### config.mk
export PLATFORM = sky130hd
export DESIGN_NAME = breath_pressure_conditioner_top
export DESIGN_NICKNAME = d
export VERILOG_FILES = /design/src/rtl/core/bpc_pkg.sv /design/src/rtl/core/bpc_div.sv /design/src/rtl/core/bpc_datapath.sv /design/src/rtl/core/bpc_ctrl.sv /design/src/rtl/core/breath_pressure_conditioner_top.sv
export SDC_FILE = /design/constraint.sdc
export NUM_CORES = 2
export LEC_CHECK = 0
export ABC_AREA = 1
export BUFFER_PORTS_ARGS = -buffer_cell sky130_fd_sc_hd__buf_2
export CAP_MARGIN = 20
export CORE_MARGIN = 5
export CORE_UTILIZATION = 59
export DETAILED_ROUTE_END_ITERATION = 7
export PLACE_DENSITY = 0.76
export SLEW_MARGIN = 25
export SYNTH_ARGS = -nofsm -noshare
export SYNTH_HDL_FRONTEND = slang
export SYNTH_SLANG_ARGS = --single-unit
### constraint.sdc
create_clock -name clk -period 8.65 [get_ports clk]
set_clock_uncertainty 0.05 [all_clocks]
set_input_delay 1.2975 -clock clk [delete_from_list [all_inputs] [get_ports clk]]
set_output_delay 1.2975 -clock clk [all_outputs]
set_load 0.05 [all_outputs]
### src/rtl/core/bpc_pkg.sv
// ----------------------------------------------------------------------------
// bpc_pkg
// Types and constants shared by the breath pressure conditioner: the item
// structs, register indexes, result codes and controller/datapath bundles.
// ----------------------------------------------------------------------------
`default_nettype none

package bpc_pkg;

	// Field widths
	localparam int RAW_W   = 17;
	localparam int LEN_W   = 16;
	localparam int GAIN_W  = 16;
	localparam int FILT_W  = 18;
	localparam int SUM_W   = 36;
	localparam int MAG_W   = SUM_W - 1;
	localparam int CNT_W   = 17;
	localparam int OUT_W   = 24;
	localparam int PROD_W  = FILT_W + GAIN_W;
	localparam int STEP_W  = $clog2(MAG_W + 1);

	// Configuration register indexes
	localparam int IDX_W = 2;
	localparam logic [IDX_W-1:0] REG_SENSOR_OFFSET = 2'd0;
	localparam logic [IDX_W-1:0] REG_PRESSURE_GAIN = 2'd1;
	localparam logic [IDX_W-1:0] REG_CALIB_COUNT   = 2'd2;

	// Register reset values
	localparam logic [GAIN_W-1:0] GAIN_RESET       = 16'd256;
	localparam logic [LEN_W-1:0]  CALIB_CNT_RESET  = 16'd20;

	// Item kinds
	localparam logic KIND_SAMPLE = 1'b0;
	localparam logic KIND_RECAL  = 1'b1;

	// Result codes
	localparam logic [1:0] RES_CALIB = 2'd0;
	localparam logic [1:0] RES_DONE  = 2'd1;
	localparam logic [1:0] RES_MEAS  = 2'd2;

	localparam logic [OUT_W-1:0] OUT_MAX = {OUT_W{1'b1}};

	typedef struct packed {
		logic             kind;
		logic [RAW_W-1:0] reading;
		logic [LEN_W-1:0] calib_length;
	} sample_t;

	typedef struct packed {
		logic             pressure_valid;
		logic [OUT_W-1:0] breath_pressure;
		logic             calib_done;
	} result_t;

	// Controller to datapath
	typedef struct packed {
		logic       recal;
		logic       load_sample;
		logic       filter;
		logic       accum;
		logic       diff;
		logic       mul;
		logic       div_start;
		logic       set_baseline;
		logic       out_load;
		logic [1:0] res_sel;
	} cmd_t;

	// Datapath to controller
	typedef struct packed {
		logic calib_active;
		logic calib_last;
		logic div_done;
	} status_t;

endpackage

`default_nettype wire

### src/rtl/core/bpc_div.sv
// ----------------------------------------------------------------------------
// bpc_div
// Restoring unsigned divider, one quotient bit per cycle. Divides the
// calibration sum magnitude by the sample count.
// ----------------------------------------------------------------------------
`default_nettype none

module bpc_div (
	input  wire logic                        clk,
	input  wire logic                        arst_n,
	input  wire logic                        start,
	input  wire logic [bpc_pkg::MAG_W-1:0]   dividend,
	input  wire logic [bpc_pkg::CNT_W-1:0]   divisor,
	output logic                             done,
	output logic [bpc_pkg::MAG_W-1:0]        quotient
);

	logic [bpc_pkg::STEP_W-1:0] step_q;
	logic [bpc_pkg::MAG_W-1:0]  dvd_q;
	logic [bpc_pkg::CNT_W-1:0]  dvr_q;
	logic [bpc_pkg::CNT_W-1:0]  rem_q;
	logic                       done_q;
	logic [bpc_pkg::CNT_W:0]    rem_sh;
	logic [bpc_pkg::CNT_W:0]    rem_sub;
	logic                       ge;

	// Shift in the next dividend bit and trial-subtract
	assign rem_sh  = {rem_q, dvd_q[bpc_pkg::MAG_W-1]};
	assign rem_sub = rem_sh - {1'b0, dvr_q};
	assign ge      = rem_sh >= {1'b0, dvr_q};

	// Step counter and done pulse
	always_ff @(posedge clk or negedge arst_n) begin
		if (!arst_n) begin
			step_q <= '0;
			done_q <= 1'b0;
		end else if (start) begin
			step_q <= bpc_pkg::STEP_W'(bpc_pkg::MAG_W);
			done_q <= 1'b0;
		end else begin
			done_q <= (step_q == bpc_pkg::STEP_W'(1));
			if (step_q != '0) begin
				step_q <= step_q - bpc_pkg::STEP_W'(1);
			end
		end
	end

	// Quotient bits fill in as dividend bits shift out
	always_ff @(posedge clk) begin
		if (start) begin
			dvd_q <= dividend;
			dvr_q <= divisor;
			rem_q <= '0;
		end else if (step_q != '0) begin
			dvd_q <= {dvd_q[bpc_pkg::MAG_W-2:0], ge};
			rem_q <= ge ? rem_sub[bpc_pkg::CNT_W-1:0] : rem_sh[bpc_pkg::CNT_W-1:0];
		end
	end

	assign done     = done_q;
	assign quotient = dvd_q;

	a_done_after_count: assert property (@(posedge clk) disable iff (!arst_n)
		done_q |-> (step_q == '0))
		else $error("divider done while still stepping");

	a_start_loads_count: assert property (@(posedge clk) disable iff (!arst_n)
		start |=> (step_q == bpc_pkg::STEP_W'(bpc_pkg::MAG_W)) && !done_q)
		else $error("divider start did not load the step count");

	a_done_one_cycle: assert property (@(posedge clk) disable iff (!arst_n)
		done_q |=> !done_q)
		else $error("divider done held longer than one cycle");

endmodule

`default_nettype wire

### src/rtl/core/bpc_datapath.sv
// ----------------------------------------------------------------------------
// bpc_datapath
// Offset removal, 3-tap median, calibration accumulator and baseline divide,
// gain multiply with clamp and saturation, and the result register.
// ----------------------------------------------------------------------------
`default_nettype none

module bpc_datapath (
	input  wire logic                        clk,
	input  wire logic                        arst_n,
	input  wire bpc_pkg::sample_t            sample,
	input  wire logic                        wr_en,
	input  wire logic [bpc_pkg::IDX_W-1:0]   wr_index,
	input  wire logic [bpc_pkg::RAW_W-1:0]   wr_data,
	input  wire bpc_pkg::cmd_t               cmd,
	output bpc_pkg::status_t                 status,
	output bpc_pkg::result_t                 result
);

	// Configuration
	logic [bpc_pkg::RAW_W-1:0]          offset_q;
	logic [bpc_pkg::GAIN_W-1:0]         gain_q;

	// Sample and filter
	logic [bpc_pkg::RAW_W-1:0]          raw_q;
	logic signed [bpc_pkg::FILT_W-1:0]  filt_q;
	logic signed [bpc_pkg::FILT_W-1:0]  older_q;
	logic signed [bpc_pkg::FILT_W-1:0]  newer_q;
	logic                               primed_q;

	// Calibration
	logic signed [bpc_pkg::FILT_W-1:0]  countdown_q;
	logic signed [bpc_pkg::SUM_W-1:0]   sum_q;
	logic [bpc_pkg::CNT_W-1:0]          samples_q;
	logic signed [bpc_pkg::FILT_W-1:0]  baseline_q;
	logic                               neg_q;

	// Scaling
	logic [bpc_pkg::FILT_W-1:0]         mag_q;
	logic                               pos_q;
	logic [bpc_pkg::PROD_W-1:0]         prod_q;
	bpc_pkg::result_t                   result_q;

	logic signed [bpc_pkg::FILT_W-1:0]  v;
	logic signed [bpc_pkg::FILT_W-1:0]  tap_a;
	logic signed [bpc_pkg::FILT_W-1:0]  tap_b;
	logic signed [bpc_pkg::FILT_W-1:0]  lo;
	logic signed [bpc_pkg::FILT_W-1:0]  hi;
	logic signed [bpc_pkg::FILT_W-1:0]  med;
	logic signed [bpc_pkg::SUM_W-1:0]   sum_neg;
	logic [bpc_pkg::MAG_W-1:0]          sum_mag;
	logic signed [bpc_pkg::FILT_W:0]    diff;
	logic [bpc_pkg::PROD_W-1:0]         prod;
	logic [bpc_pkg::PROD_W-9:0]         scaled;
	logic [bpc_pkg::OUT_W-1:0]          sat;
	logic                               div_done;
	logic [bpc_pkg::MAG_W-1:0]          quotient;
	logic signed [bpc_pkg::FILT_W-1:0]  quo_s;
	bpc_pkg::result_t                   res_next;

	// Offset removal and median of three; an unprimed history takes the sample
	assign v     = $signed({1'b0, raw_q}) - $signed({1'b0, offset_q});
	assign tap_a = primed_q ? older_q : v;
	assign tap_b = primed_q ? newer_q : v;
	assign lo    = (tap_a < tap_b) ? tap_a : tap_b;
	assign hi    = (tap_a < tap_b) ? tap_b : tap_a;
	assign med   = (v < lo) ? lo : ((v > hi) ? hi : v);

	// Sum magnitude for the divider
	assign sum_neg = -sum_q;
	assign sum_mag = sum_q[bpc_pkg::SUM_W-1] ? sum_neg[bpc_pkg::MAG_W-1:0]
		: sum_q[bpc_pkg::MAG_W-1:0];

	// Difference above baseline
	assign diff = $signed({filt_q[bpc_pkg::FILT_W-1], filt_q})
		- $signed({baseline_q[bpc_pkg::FILT_W-1], baseline_q});

	assign prod   = mag_q * gain_q;
	assign scaled = prod_q[bpc_pkg::PROD_W-1:8];
	assign sat    = (|scaled[bpc_pkg::PROD_W-9:bpc_pkg::OUT_W]) ? bpc_pkg::OUT_MAX
		: scaled[bpc_pkg::OUT_W-1:0];

	assign quo_s = $signed(quotient[bpc_pkg::FILT_W-1:0]);

	bpc_div u_div (
		.clk      (clk),
		.arst_n   (arst_n),
		.start    (cmd.div_start),
		.dividend (sum_mag),
		.divisor  (samples_q),
		.done     (div_done),
		.quotient (quotient)
	);

	// Configuration registers
	always_ff @(posedge clk or negedge arst_n) begin
		if (!arst_n) begin
			offset_q <= '0;
			gain_q   <= bpc_pkg::GAIN_RESET;
		end else if (wr_en) begin
			if (wr_index == bpc_pkg::REG_SENSOR_OFFSET) begin
				offset_q <= wr_data;
			end
			if (wr_index == bpc_pkg::REG_PRESSURE_GAIN) begin
				gain_q <= wr_data[bpc_pkg::GAIN_W-1:0];
			end
		end
	end

	// Median history
	always_ff @(posedge clk or negedge arst_n) begin
		if (!arst_n) begin
			older_q  <= '0;
			newer_q  <= '0;
			primed_q <= 1'b0;
		end else if (cmd.filter) begin
			older_q  <= tap_b;
			newer_q  <= v;
			primed_q <= 1'b1;
		end
	end

	// Calibration state; a write of the count register restarts calibration
	always_ff @(posedge clk or negedge arst_n) begin
		if (!arst_n) begin
			countdown_q <= $signed({2'b00, bpc_pkg::CALIB_CNT_RESET});
			sum_q       <= '0;
			samples_q   <= '0;
			baseline_q  <= '1;
		end else begin
			if (cmd.recal) begin
				countdown_q <= $signed({2'b00, sample.calib_length});
				sum_q       <= '0;
				samples_q   <= '0;
			end else if (cmd.accum) begin
				countdown_q <= countdown_q - $signed(bpc_pkg::FILT_W'(1));
				sum_q       <= sum_q + {{(bpc_pkg::SUM_W-bpc_pkg::FILT_W){filt_q[bpc_pkg::FILT_W-1]}},
					filt_q};
				samples_q   <= samples_q + bpc_pkg::CNT_W'(1);
			end
			if (cmd.set_baseline) begin
				baseline_q <= neg_q ? -quo_s : quo_s;
			end
			if (wr_en && (wr_index == bpc_pkg::REG_CALIB_COUNT)) begin
				countdown_q <= $signed({2'b00, wr_data[bpc_pkg::LEN_W-1:0]});
				sum_q       <= '0;
				samples_q   <= '0;
			end
		end
	end

	// Payload registers
	always_ff @(posedge clk) begin
		if (cmd.load_sample) begin
			raw_q <= sample.reading;
		end
		if (cmd.filter) begin
			filt_q <= med;
		end
		if (cmd.div_start) begin
			neg_q <= sum_q[bpc_pkg::SUM_W-1];
		end
		if (cmd.diff) begin
			mag_q <= diff[bpc_pkg::FILT_W-1:0];
			pos_q <= !diff[bpc_pkg::FILT_W] && (|diff[bpc_pkg::FILT_W-1:0]);
		end
		if (cmd.mul) begin
			prod_q <= pos_q ? prod : '0;
		end
		if (cmd.out_load) begin
			result_q <= res_next;
		end
	end

	// Build the result item
	always_comb begin
		res_next = '0;
		case (cmd.res_sel)
			bpc_pkg::RES_DONE: begin
				res_next.calib_done = 1'b1;
			end
			bpc_pkg::RES_MEAS: begin
				res_next.pressure_valid  = 1'b1;
				res_next.breath_pressure = sat;
			end
			default: begin
				res_next = '0;
			end
		endcase
	end

	assign status.calib_active = !countdown_q[bpc_pkg::FILT_W-1];
	assign status.calib_last   = (countdown_q == '0);
	assign status.div_done     = div_done;
	assign result              = result_q;

	a_countdown_floor: assert property (@(posedge clk) disable iff (!arst_n)
		countdown_q[bpc_pkg::FILT_W-1] |-> (countdown_q == '1))
		else $error("calibration countdown went below minus one");

	a_quotient_fits: assert property (@(posedge clk) disable iff (!arst_n)
		div_done |-> (quotient[bpc_pkg::MAG_W-1:bpc_pkg::RAW_W] == '0))
		else $error("baseline quotient exceeds the sample range");

	a_divide_nonzero: assert property (@(posedge clk) disable iff (!arst_n)
		cmd.div_start |-> (samples_q != '0))
		else $error("baseline divide started with no samples");

endmodule

`default_nettype wire

### src/rtl/core/bpc_ctrl.sv
// ----------------------------------------------------------------------------
// bpc_ctrl
// Sequencer for one item at a time: accept, filter, calibrate or scale,
// baseline divide, and hand-off to the result register.
// ----------------------------------------------------------------------------
`default_nettype none

module bpc_ctrl (
	input  wire logic               clk,
	input  wire logic               arst_n,
	input  wire logic               sample_valid,
	input  wire logic               sample_kind,
	output logic                    sample_stall,
	output logic                    result_valid,
	input  wire logic               result_stall,
	input  wire bpc_pkg::status_t   status,
	output bpc_pkg::cmd_t           cmd
);

	localparam logic [2:0] S_IDLE  = 3'd0;
	localparam logic [2:0] S_FILT  = 3'd1;
	localparam logic [2:0] S_CALC  = 3'd2;
	localparam logic [2:0] S_MUL   = 3'd3;
	localparam logic [2:0] S_DLOAD = 3'd4;
	localparam logic [2:0] S_DIV   = 3'd5;
	localparam logic [2:0] S_OUT   = 3'd6;

	logic [2:0] state_q;
	logic [2:0] state_d;
	logic [1:0] res_q;
	logic [1:0] res_d;
	logic       out_valid_q;
	logic       accept;
	logic       out_free;

	assign sample_stall = (state_q != S_IDLE);
	assign accept       = sample_valid && !sample_stall;
	assign out_free     = !out_valid_q || !result_stall;

	// Next state and commands
	always_comb begin
		state_d = state_q;
		res_d   = res_q;
		cmd     = '0;
		cmd.res_sel = res_q;
		case (state_q)
			S_IDLE: begin
				if (accept) begin
					if (sample_kind == bpc_pkg::KIND_RECAL) begin
						cmd.recal = 1'b1;
					end else begin
						cmd.load_sample = 1'b1;
						state_d = S_FILT;
					end
				end
			end
			S_FILT: begin
				cmd.filter = 1'b1;
				state_d = S_CALC;
			end
			S_CALC: begin
				if (status.calib_active) begin
					cmd.accum = 1'b1;
					if (status.calib_last) begin
						state_d = S_DLOAD;
					end else begin
						res_d   = bpc_pkg::RES_CALIB;
						state_d = S_OUT;
					end
				end else begin
					cmd.diff = 1'b1;
					state_d = S_MUL;
				end
			end
			S_MUL: begin
				cmd.mul = 1'b1;
				res_d   = bpc_pkg::RES_MEAS;
				state_d = S_OUT;
			end
			S_DLOAD: begin
				cmd.div_start = 1'b1;
				state_d = S_DIV;
			end
			S_DIV: begin
				if (status.div_done) begin
					cmd.set_baseline = 1'b1;
					res_d   = bpc_pkg::RES_DONE;
					state_d = S_OUT;
				end
			end
			S_OUT: begin
				if (out_free) begin
					cmd.out_load = 1'b1;
					state_d = S_IDLE;
				end
			end
			default: begin
				state_d = S_IDLE;
			end
		endcase
	end

	// State, result code and output valid
	always_ff @(posedge clk or negedge arst_n) begin
		if (!arst_n) begin
			state_q     <= S_IDLE;
			res_q       <= bpc_pkg::RES_CALIB;
			out_valid_q <= 1'b0;
		end else begin
			state_q     <= state_d;
			res_q       <= res_d;
			out_valid_q <= cmd.out_load || (out_valid_q && result_stall);
		end
	end

	assign result_valid = out_valid_q;

	a_div_done_in_div: assert property (@(posedge clk) disable iff (!arst_n)
		status.div_done |-> (state_q == S_DIV))
		else $error("divider finished outside the divide state");

	a_valid_rises_from_out: assert property (@(posedge clk) disable iff (!arst_n)
		$rose(out_valid_q) |-> $past(state_q == S_OUT))
		else $error("result raised outside the hand-off state");

	a_calib_end_divides: assert property (@(posedge clk) disable iff (!arst_n)
		(state_q == S_CALC) && status.calib_active && status.calib_last |=>
		(state_q == S_DLOAD))
		else $error("last calibration sample did not start the divide");

endmodule

`default_nettype wire

### src/rtl/core/breath_pressure_conditioner_top.sv
// ----------------------------------------------------------------------------
// breath_pressure_conditioner_top
// Pressure sample conditioner: offset removal, 3-tap median, baseline
// calibration by averaging, and Q8.8 gain with clamp and saturation.
// ----------------------------------------------------------------------------
//
//  Channel   Direction  Handshake                    Payload
//  sample    in         sample_valid / sample_stall  bpc_pkg::sample_t
//  result    out        result_valid / result_stall  bpc_pkg::result_t
//  config    in         wr_en                        wr_index, wr_data
//
//  A measured sample passes the raw, filtered, difference and product
//  registers to the result register, a calibrating sample the raw and
//  filtered registers; the input reopens as the result register loads.
//  The sample that ends calibration first runs a restoring divide of the sum
//  by the sample count; a recalibrate item gives no result. A waiting result
//  stalls the input only once a second result is ready behind it.
//  Reset loads the calibration countdown with 20 and the baseline with -1.
//
`default_nettype none

module breath_pressure_conditioner_top (
	input  wire logic                        clk,
	input  wire logic                        arst_n,
	input  wire logic                        sample_valid,
	output logic                             sample_stall,
	input  wire bpc_pkg::sample_t            sample,
	output logic                             result_valid,
	input  wire logic                        result_stall,
	output bpc_pkg::result_t                 result,
	input  wire logic                        wr_en,
	input  wire logic [bpc_pkg::IDX_W-1:0]   wr_index,
	input  wire logic [bpc_pkg::RAW_W-1:0]   wr_data
);

	bpc_pkg::cmd_t    cmd;
	bpc_pkg::status_t status;

	bpc_ctrl u_ctrl (
		.clk          (clk),
		.arst_n       (arst_n),
		.sample_valid (sample_valid),
		.sample_kind  (sample.kind),
		.sample_stall (sample_stall),
		.result_valid (result_valid),
		.result_stall (result_stall),
		.status       (status),
		.cmd          (cmd)
	);

	bpc_datapath u_datapath (
		.clk      (clk),
		.arst_n   (arst_n),
		.sample   (sample),
		.wr_en    (wr_en),
		.wr_index (wr_index),
		.wr_data  (wr_data),
		.cmd      (cmd),
		.status   (status),
		.result   (result)
	);

endmodule

`default_nettype wire

# ---- After elaboration in Yosys (flattened, before gate mapping)
# Index checks and enable logic that the tools add are counted.
dict set report totals {
  register_bits 356
  latch_bits 0
  ram_bits 0
  rom_bits 0
  input_bits 58
  output_inout_bits 28
  memories 0
}
dict set report op_classes {
  addsub 9
  multipliers 1
  div_mod_pow 0
  order_cmp 4
  n_eq_ne 17
  n_shift 0
  n_mux 51
  bitwise 0
  reduce_logical 24
}
# cell count
set ops {}
lappend ops {{two-way mux 18 bit} 10}
lappend ops {{two-way mux 36 bit} 3}
lappend ops {{two-way mux 35 bit} 3}
lappend ops {{two-way mux 17 bit} 4}
lappend ops {{adder 36 bit} 1}
lappend ops {{less-than comparator 18 bit} 2}
lappend ops {{negation 35 bit} 1}
lappend ops {{multiplier 18 x 16 -> 34 bit} 1}
lappend ops {{two-way mux 25 bit} 1}
lappend ops {{two-way mux 24 bit} 1}
lappend ops {{one-hot mux 3 bit (7 select lines)} 1}
lappend ops {{subtractor 18 x 18 -> 19 bit} 1}
lappend ops {{>= comparator 18 x 17 -> 1 bit} 1}
lappend ops {{> comparator 18 bit} 1}
lappend ops {{zero test 18 bit} 1}
lappend ops {{negation 18 bit} 1}
lappend ops {{OR reduction 18 bit} 1}
lappend ops {{subtractor 17 x 17 -> 18 bit} 1}
lappend ops {{subtractor 18 x 2 -> 18 bit (second input constant)} 1}
lappend ops {{adder 17 x 1 -> 17 bit (second input constant)} 1}
lappend ops {{subtractor 17 bit} 1}
lappend ops {{two-way mux 3 bit} 5}
lappend ops {{two-way mux 2 bit} 7}
lappend ops {{two-way mux 1 bit} 13}
lappend ops {{other kinds (22)} 43}

# ---- Depth between registers and ports, before layout
dict set report depth {
  word_depth 7
  ltp_mapped 45
  ltp_nobuf 42
}

# ---- Cells and area by module
# From an unflattened synthesis, not the netlist that was laid out.
dict set report hier_totals {
  hier_cells 4093
  hier_area_um2 31644.1
}
# module n_inst cells_each area_per_inst_um2 seq_area_each_um2
set by_module_without_submodules {}
lappend by_module_without_submodules {bpc_datapath 1 3479 26855.8 7218.2}
lappend by_module_without_submodules {bpc_div 1 550 4369.2 2077.0}
lappend by_module_without_submodules {bpc_ctrl 1 64 419.2 150.1}

# ---- Worst setup path before layout
# OpenSTA, ideal clock, no wires.
dict set report synth_path {
  path_type {reg2reg}
  start {reg u_datapath.gain_q[3] in the netlist's numbering}
  end {reg u_datapath.prod_q[29] in the netlist's numbering (data pin)}
  setup_ns 0.146
  arrival_time_ns 6.043
  path_slack_ns 2.411
  stages_incl_launch_ff 31
  n_path_buf 2
  path_cell_list {dfrtp_1 clkbuf_1 clkbuf_1 nand2_1 fa_1 inv_1 fa_1 inv_1 fa_1 inv_1 fa_1 inv_1 fa_1 inv_1 fa_1 ha_1 a21oi_1 o21ai_0 a21oi_1 nand2_1 nand2_1 nand2_1 nand2_1 nand2_1 nand2_1 nand2_1 a21boi_0 o21ai_0 a21oi_1 o21ai_0 a21oi_1}
}
dict set report synth_between {
  elab_chain_len 1
}
# element line_no
set synth_rtl {}
lappend synth_rtl {{from (decl)} bpc_datapath.sv:22} ;# logic [bpc_pkg::GAIN_W-1:0] gain_q;
lappend synth_rtl {{from (signal assigned)} bpc_datapath.sv:99} ;# gain_q <= bpc_pkg::GAIN_RESET;
lappend synth_rtl {{from (signal assigned)} bpc_datapath.sv:105} ;# gain_q <= wr_data[bpc_pkg::GAIN_W-1:0];
lappend synth_rtl {{multiplier 18 x 16 -> 34 bit} bpc_datapath.sv:78} ;# assign prod = mag_q * gain_q;
lappend synth_rtl {{to (signal assigned)} bpc_datapath.sv:168} ;# prod_q <= pos_q ? prod : '0;
lappend synth_rtl {{to (decl)} bpc_datapath.sv:41} ;# logic [bpc_pkg::PROD_W-1:0] prod_q;
# No other way between the ends.
# A chain may end at the register's enable or synchronous reset.

# ---- Final worst setup path
dict set report layout_path {
  start {reg u_datapath.raw_q[2] in the netlist's numbering}
  end {reg u_datapath.filt_q[14] in the netlist's numbering (data pin)}
}
dict set report layout_between {
  elab_chain_len 7
}
# element line_no
set layout_rtl {}
lappend layout_rtl {{from (decl)} bpc_datapath.sv:25} ;# logic [bpc_pkg::RAW_W-1:0] raw_q;
lappend layout_rtl {{from (signal assigned)} bpc_datapath.sv:155} ;# raw_q <= sample.reading;
lappend layout_rtl {{subtractor 17 x 17 -> 18 bit *} bpc_datapath.sv:62} ;# assign v = $signed({1'b0, raw_q}) - $signed({1'b0, offset_q});
lappend layout_rtl {{two-way mux 18 bit (on tied branches)} {bpc_datapath.sv:63, bpc_datapath.sv:64}}
lappend layout_rtl {{less-than comparator 18 bit} {bpc_datapath.sv:65, bpc_datapath.sv:66}}
lappend layout_rtl {{two-way mux 18 bit} bpc_datapath.sv:66} ;# assign hi = (tap_a < tap_b) ? tap_b : tap_a;
lappend layout_rtl {{> comparator 18 bit} bpc_datapath.sv:67} ;# assign med = (v < lo) ? lo : ((v > hi) ? hi : v);
lappend layout_rtl {{two-way mux 18 bit} bpc_datapath.sv:67}
lappend layout_rtl {{two-way mux 18 bit *} bpc_datapath.sv:67}
lappend layout_rtl {{via u_datapath.med (one bit)} bpc_datapath.sv:49} ;# logic signed [bpc_pkg::FILT_W-1:0] med;
lappend layout_rtl {{to (signal assigned)} bpc_datapath.sv:158} ;# filt_q <= med;
lappend layout_rtl {{to (decl)} bpc_datapath.sv:26} ;# logic signed [bpc_pkg::FILT_W-1:0] filt_q;
# Mark *: on every way through the listed nets, which the timed path passes. The rest lies on a longest branch.

==> metrics <==
outcome finished clean; boundary pin count 86; vias in the first global route 25376; P_sw 5080 µW; Max IR drop VDD 0.488 mV; fillcell total 4609; share of total power in combinational logic 0.635; max incr delay on CP 530 ps; cell area after synthesis 30900 µm²; Setup CP Type reg2reg; Clock Power Share 0.169; Worst path slowest cell nand2_2; Syn. warnings 0; Core Region 52200 µm²; number of failing hold endpoints at the final stage 0; ant diodes 0; R2R depth 32; Max Cap Viol 0; Clock transition at path regs approximately 60 ps; WHS Path Cells 0; Reg2Reg Setup Slack 1670 ps; TritonCTS buffer count 40; Max Freq 143 MHz; Routed Wire Length 78.8 mm; hold_buf cts 0; 1st-pass router iterations 6; Vias/cell around 5.6; setup bufs post-CTS 0; routed len/inst 16.8 µm; period utilization 0.807; crit path capture type flip-flop; Internal Pwr Total between 5000 and 6000 µW; commonest non-fill, non-tap cell in the layout nand2_1; initial antenna violation count 2; Req. time, crit path 8920 ps; cell mode on critical path nand2_1; DRC violations left 0; Pwr Density around 310 nW/µm²; CP max FO 45; setup violators final 0; Num Clock Sinks around 350; Die X 239 µm; commonest cells after routing, fill and taps aside nand2_1 (958), inv_1 (740), o21ai_0 (328); hold slack ~410 ps; syn nets 4476; first-pass GRT wire length 128 mm; worst hold-check path type reg2reg; Port Buf Inserts 85; die area approximately 57000 µm²; switching share of power 0.489; routability cong. 0.923; htree depth 2; DRT iter0 DRCs between 1500 and 2000; synth unique cells 59; total gr overflow 0; Util after Layout 0.635; Die Span Y 239 µm; Gates resized, CTS repair 0; CTS tree built; unrepaired setup endpoints after global routing no; share of layout cells above drive strength 1 0.0580; Max-slew headroom 0.308; part of the power in registers 0.196; fin nets 4481; setup TNS 0 ps; Final ANT Viol Nets 0; Arr. time, crit path approximately 7300 ps; Tmin final roughly 7000 ps; latest clock arrival within the worst-skew pair a little under 600 ps; Starting Density 0.592; Synth Instances roughly 4000; final worst setup slack 1670 ps; pre-CTS WS 1780 ps; CTS Buffer Depth 3; Lkg Pwr ~0.017 µW; DR vias 26115; Setup crit start kind flip-flop; post-synthesis sequential area ratio 0.305; syn avg cell area 7.81 µm²; Design Power 10400 µW; root buf cell clkbuf_16; placed wire-length estimate 59.5 mm; Pins Over Slew Limit 0; All-Layer GR Usage 0.276; flops & latches, synth 348; # rows 84; largest net degree at the start of global routing 106; P&R area growth vs syn 7.19%; Worst Tran Pin Value around 1000 ps
[cell families after synthesis]
kind of cell | count (synthesis) | synth area share
flops | 348 | 0.305
fa+ha+maj | 456 | 0.239
simple gates | 1485 | 0.199
compound gates | 686 | 0.120
xor+xnor | 95 | 0.0269
buf+inv | 892 | 0.110
[cell usage after synthesis, drive strengths merged]
cell type,n,area (µm²)
nand2,967,3660
inv,744,2800
o21ai,329,1650
ha,231,2890
a21oi,230,1170
fa,225,4500
nor2,224,851
edfxtp,159,4770
dfrtp,151,3780
nand3,145,758
clkbuf,124,465
nor3,73,365
xor2,71,622
nand4,47,322
a31oi,28,175
o22ai,28,175
xnor2,24,210
dfstp,21,552
buf,17,109
dfxtp,17,340
o211ai,17,138
o21bai,12,90.1
nor4,11,68.8
o21a,11,82.6
clkinv,7,26.3
o31ai,7,52.6
or2,7,43.8
nand3b,6,45.0
a21boi,4,30.0
a21o,4,30.0
a211oi,3,22.5
a221oi,3,26.3
o41ai,3,26.3
and2,2,12.5
o221ai,2,17.5
a211o,1,8.76
a41oi,1,8.76
and3,1,6.26
nor3b,1,7.51
o2111a,1,11.3
o221a,1,11.3
o311a,1,10.0
or3,1,6.26
[worst max-delay path, delay by kind of cell (launching register included)]
kind                     cells  cell delay [ps]
buffers and inverters        1              100
flip-flops                   1              370
AND/OR/NAND/NOR             22             3940
adder cells (fa/ha/maj)      3             1120
AO/OA/AOI/OAI                6             1130
[per-layer routing]
layer	track usage	wire length, µm
met1	0.373	33200
met2	0.462	37400
met3	0.0388	5390
met4	0.0951	2750
met5	0	0
[sequential cells by signal, indices dropped and copies added (netlist names), 6 cells and up]
name,flops
u_datapath.result,26
u_datapath.baseline_q,18
u_datapath.offset_q,17
u_datapath.u_div.rem_q,17
u_datapath.gain_q,16
u_datapath.raw_q,17
u_datapath.countdown_q,18
u_datapath.u_div.quotient,35
u_datapath.filt_q,18
u_datapath.older_q,18
u_datapath.sum_q,36
u_datapath.samples_q,17
u_datapath.mag_q,18
u_datapath.prod_q,26
u_datapath.u_div.step_q,6
u_datapath.u_div.dvr_q,17
u_datapath.newer_q,18
[stage by stage]
stage                     std cells  area [µm²]
after CTS                      4687       33200
after detailed placement       4613       31800
after floorplan                3962       30900
after global routing           4687       33200
after global placement         4613       31800
final                          4687       33200
[final cells by class]
cell class | count | area, µm² | area share
Clock buffer | 50 | 1090 | 0.0329
Clock inverter | 24 | 233 | 0.00702
Tap cell | 688 | 861 | 0.0260
Inverter | 751 | 2820 | 0.0851
Sequential cell | 348 | 9450 | 0.285
Timing Repair Buffer | 104 | 577 | 0.0174
Multi-Input combinational cell | 2722 | 18100 | 0.547
[worst paths after layout]
kind,start,end
worst max register to register,u_datapath.raw_q[2],u_datapath.filt_q[14]
min in group asynchronous,arst_n,u_datapath.offset_q[16]
worst max-delay path,u_datapath.raw_q[2],u_datapath.filt_q[14]
max in group asynchronous,arst_n,u_datapath.samples_q[14]
worst min register to register,u_datapath.samples_q[16],u_datapath.u_div.dvr_q[16]
worst min-delay path,u_datapath.samples_q[16],u_datapath.u_div.dvr_q[16]
[power by group through the flow]
stage	clock network (µW)	registers (µW)	logic (µW)
floorplan	0	1990	5120
global placement	0	2070	6340
detailed placement	0	2070	6500
CTS	1780	2040	6550
global route	1850	2050	7560
finish	1750	2040	6590
No activity file was read; power rests on OpenSTA's default activity.
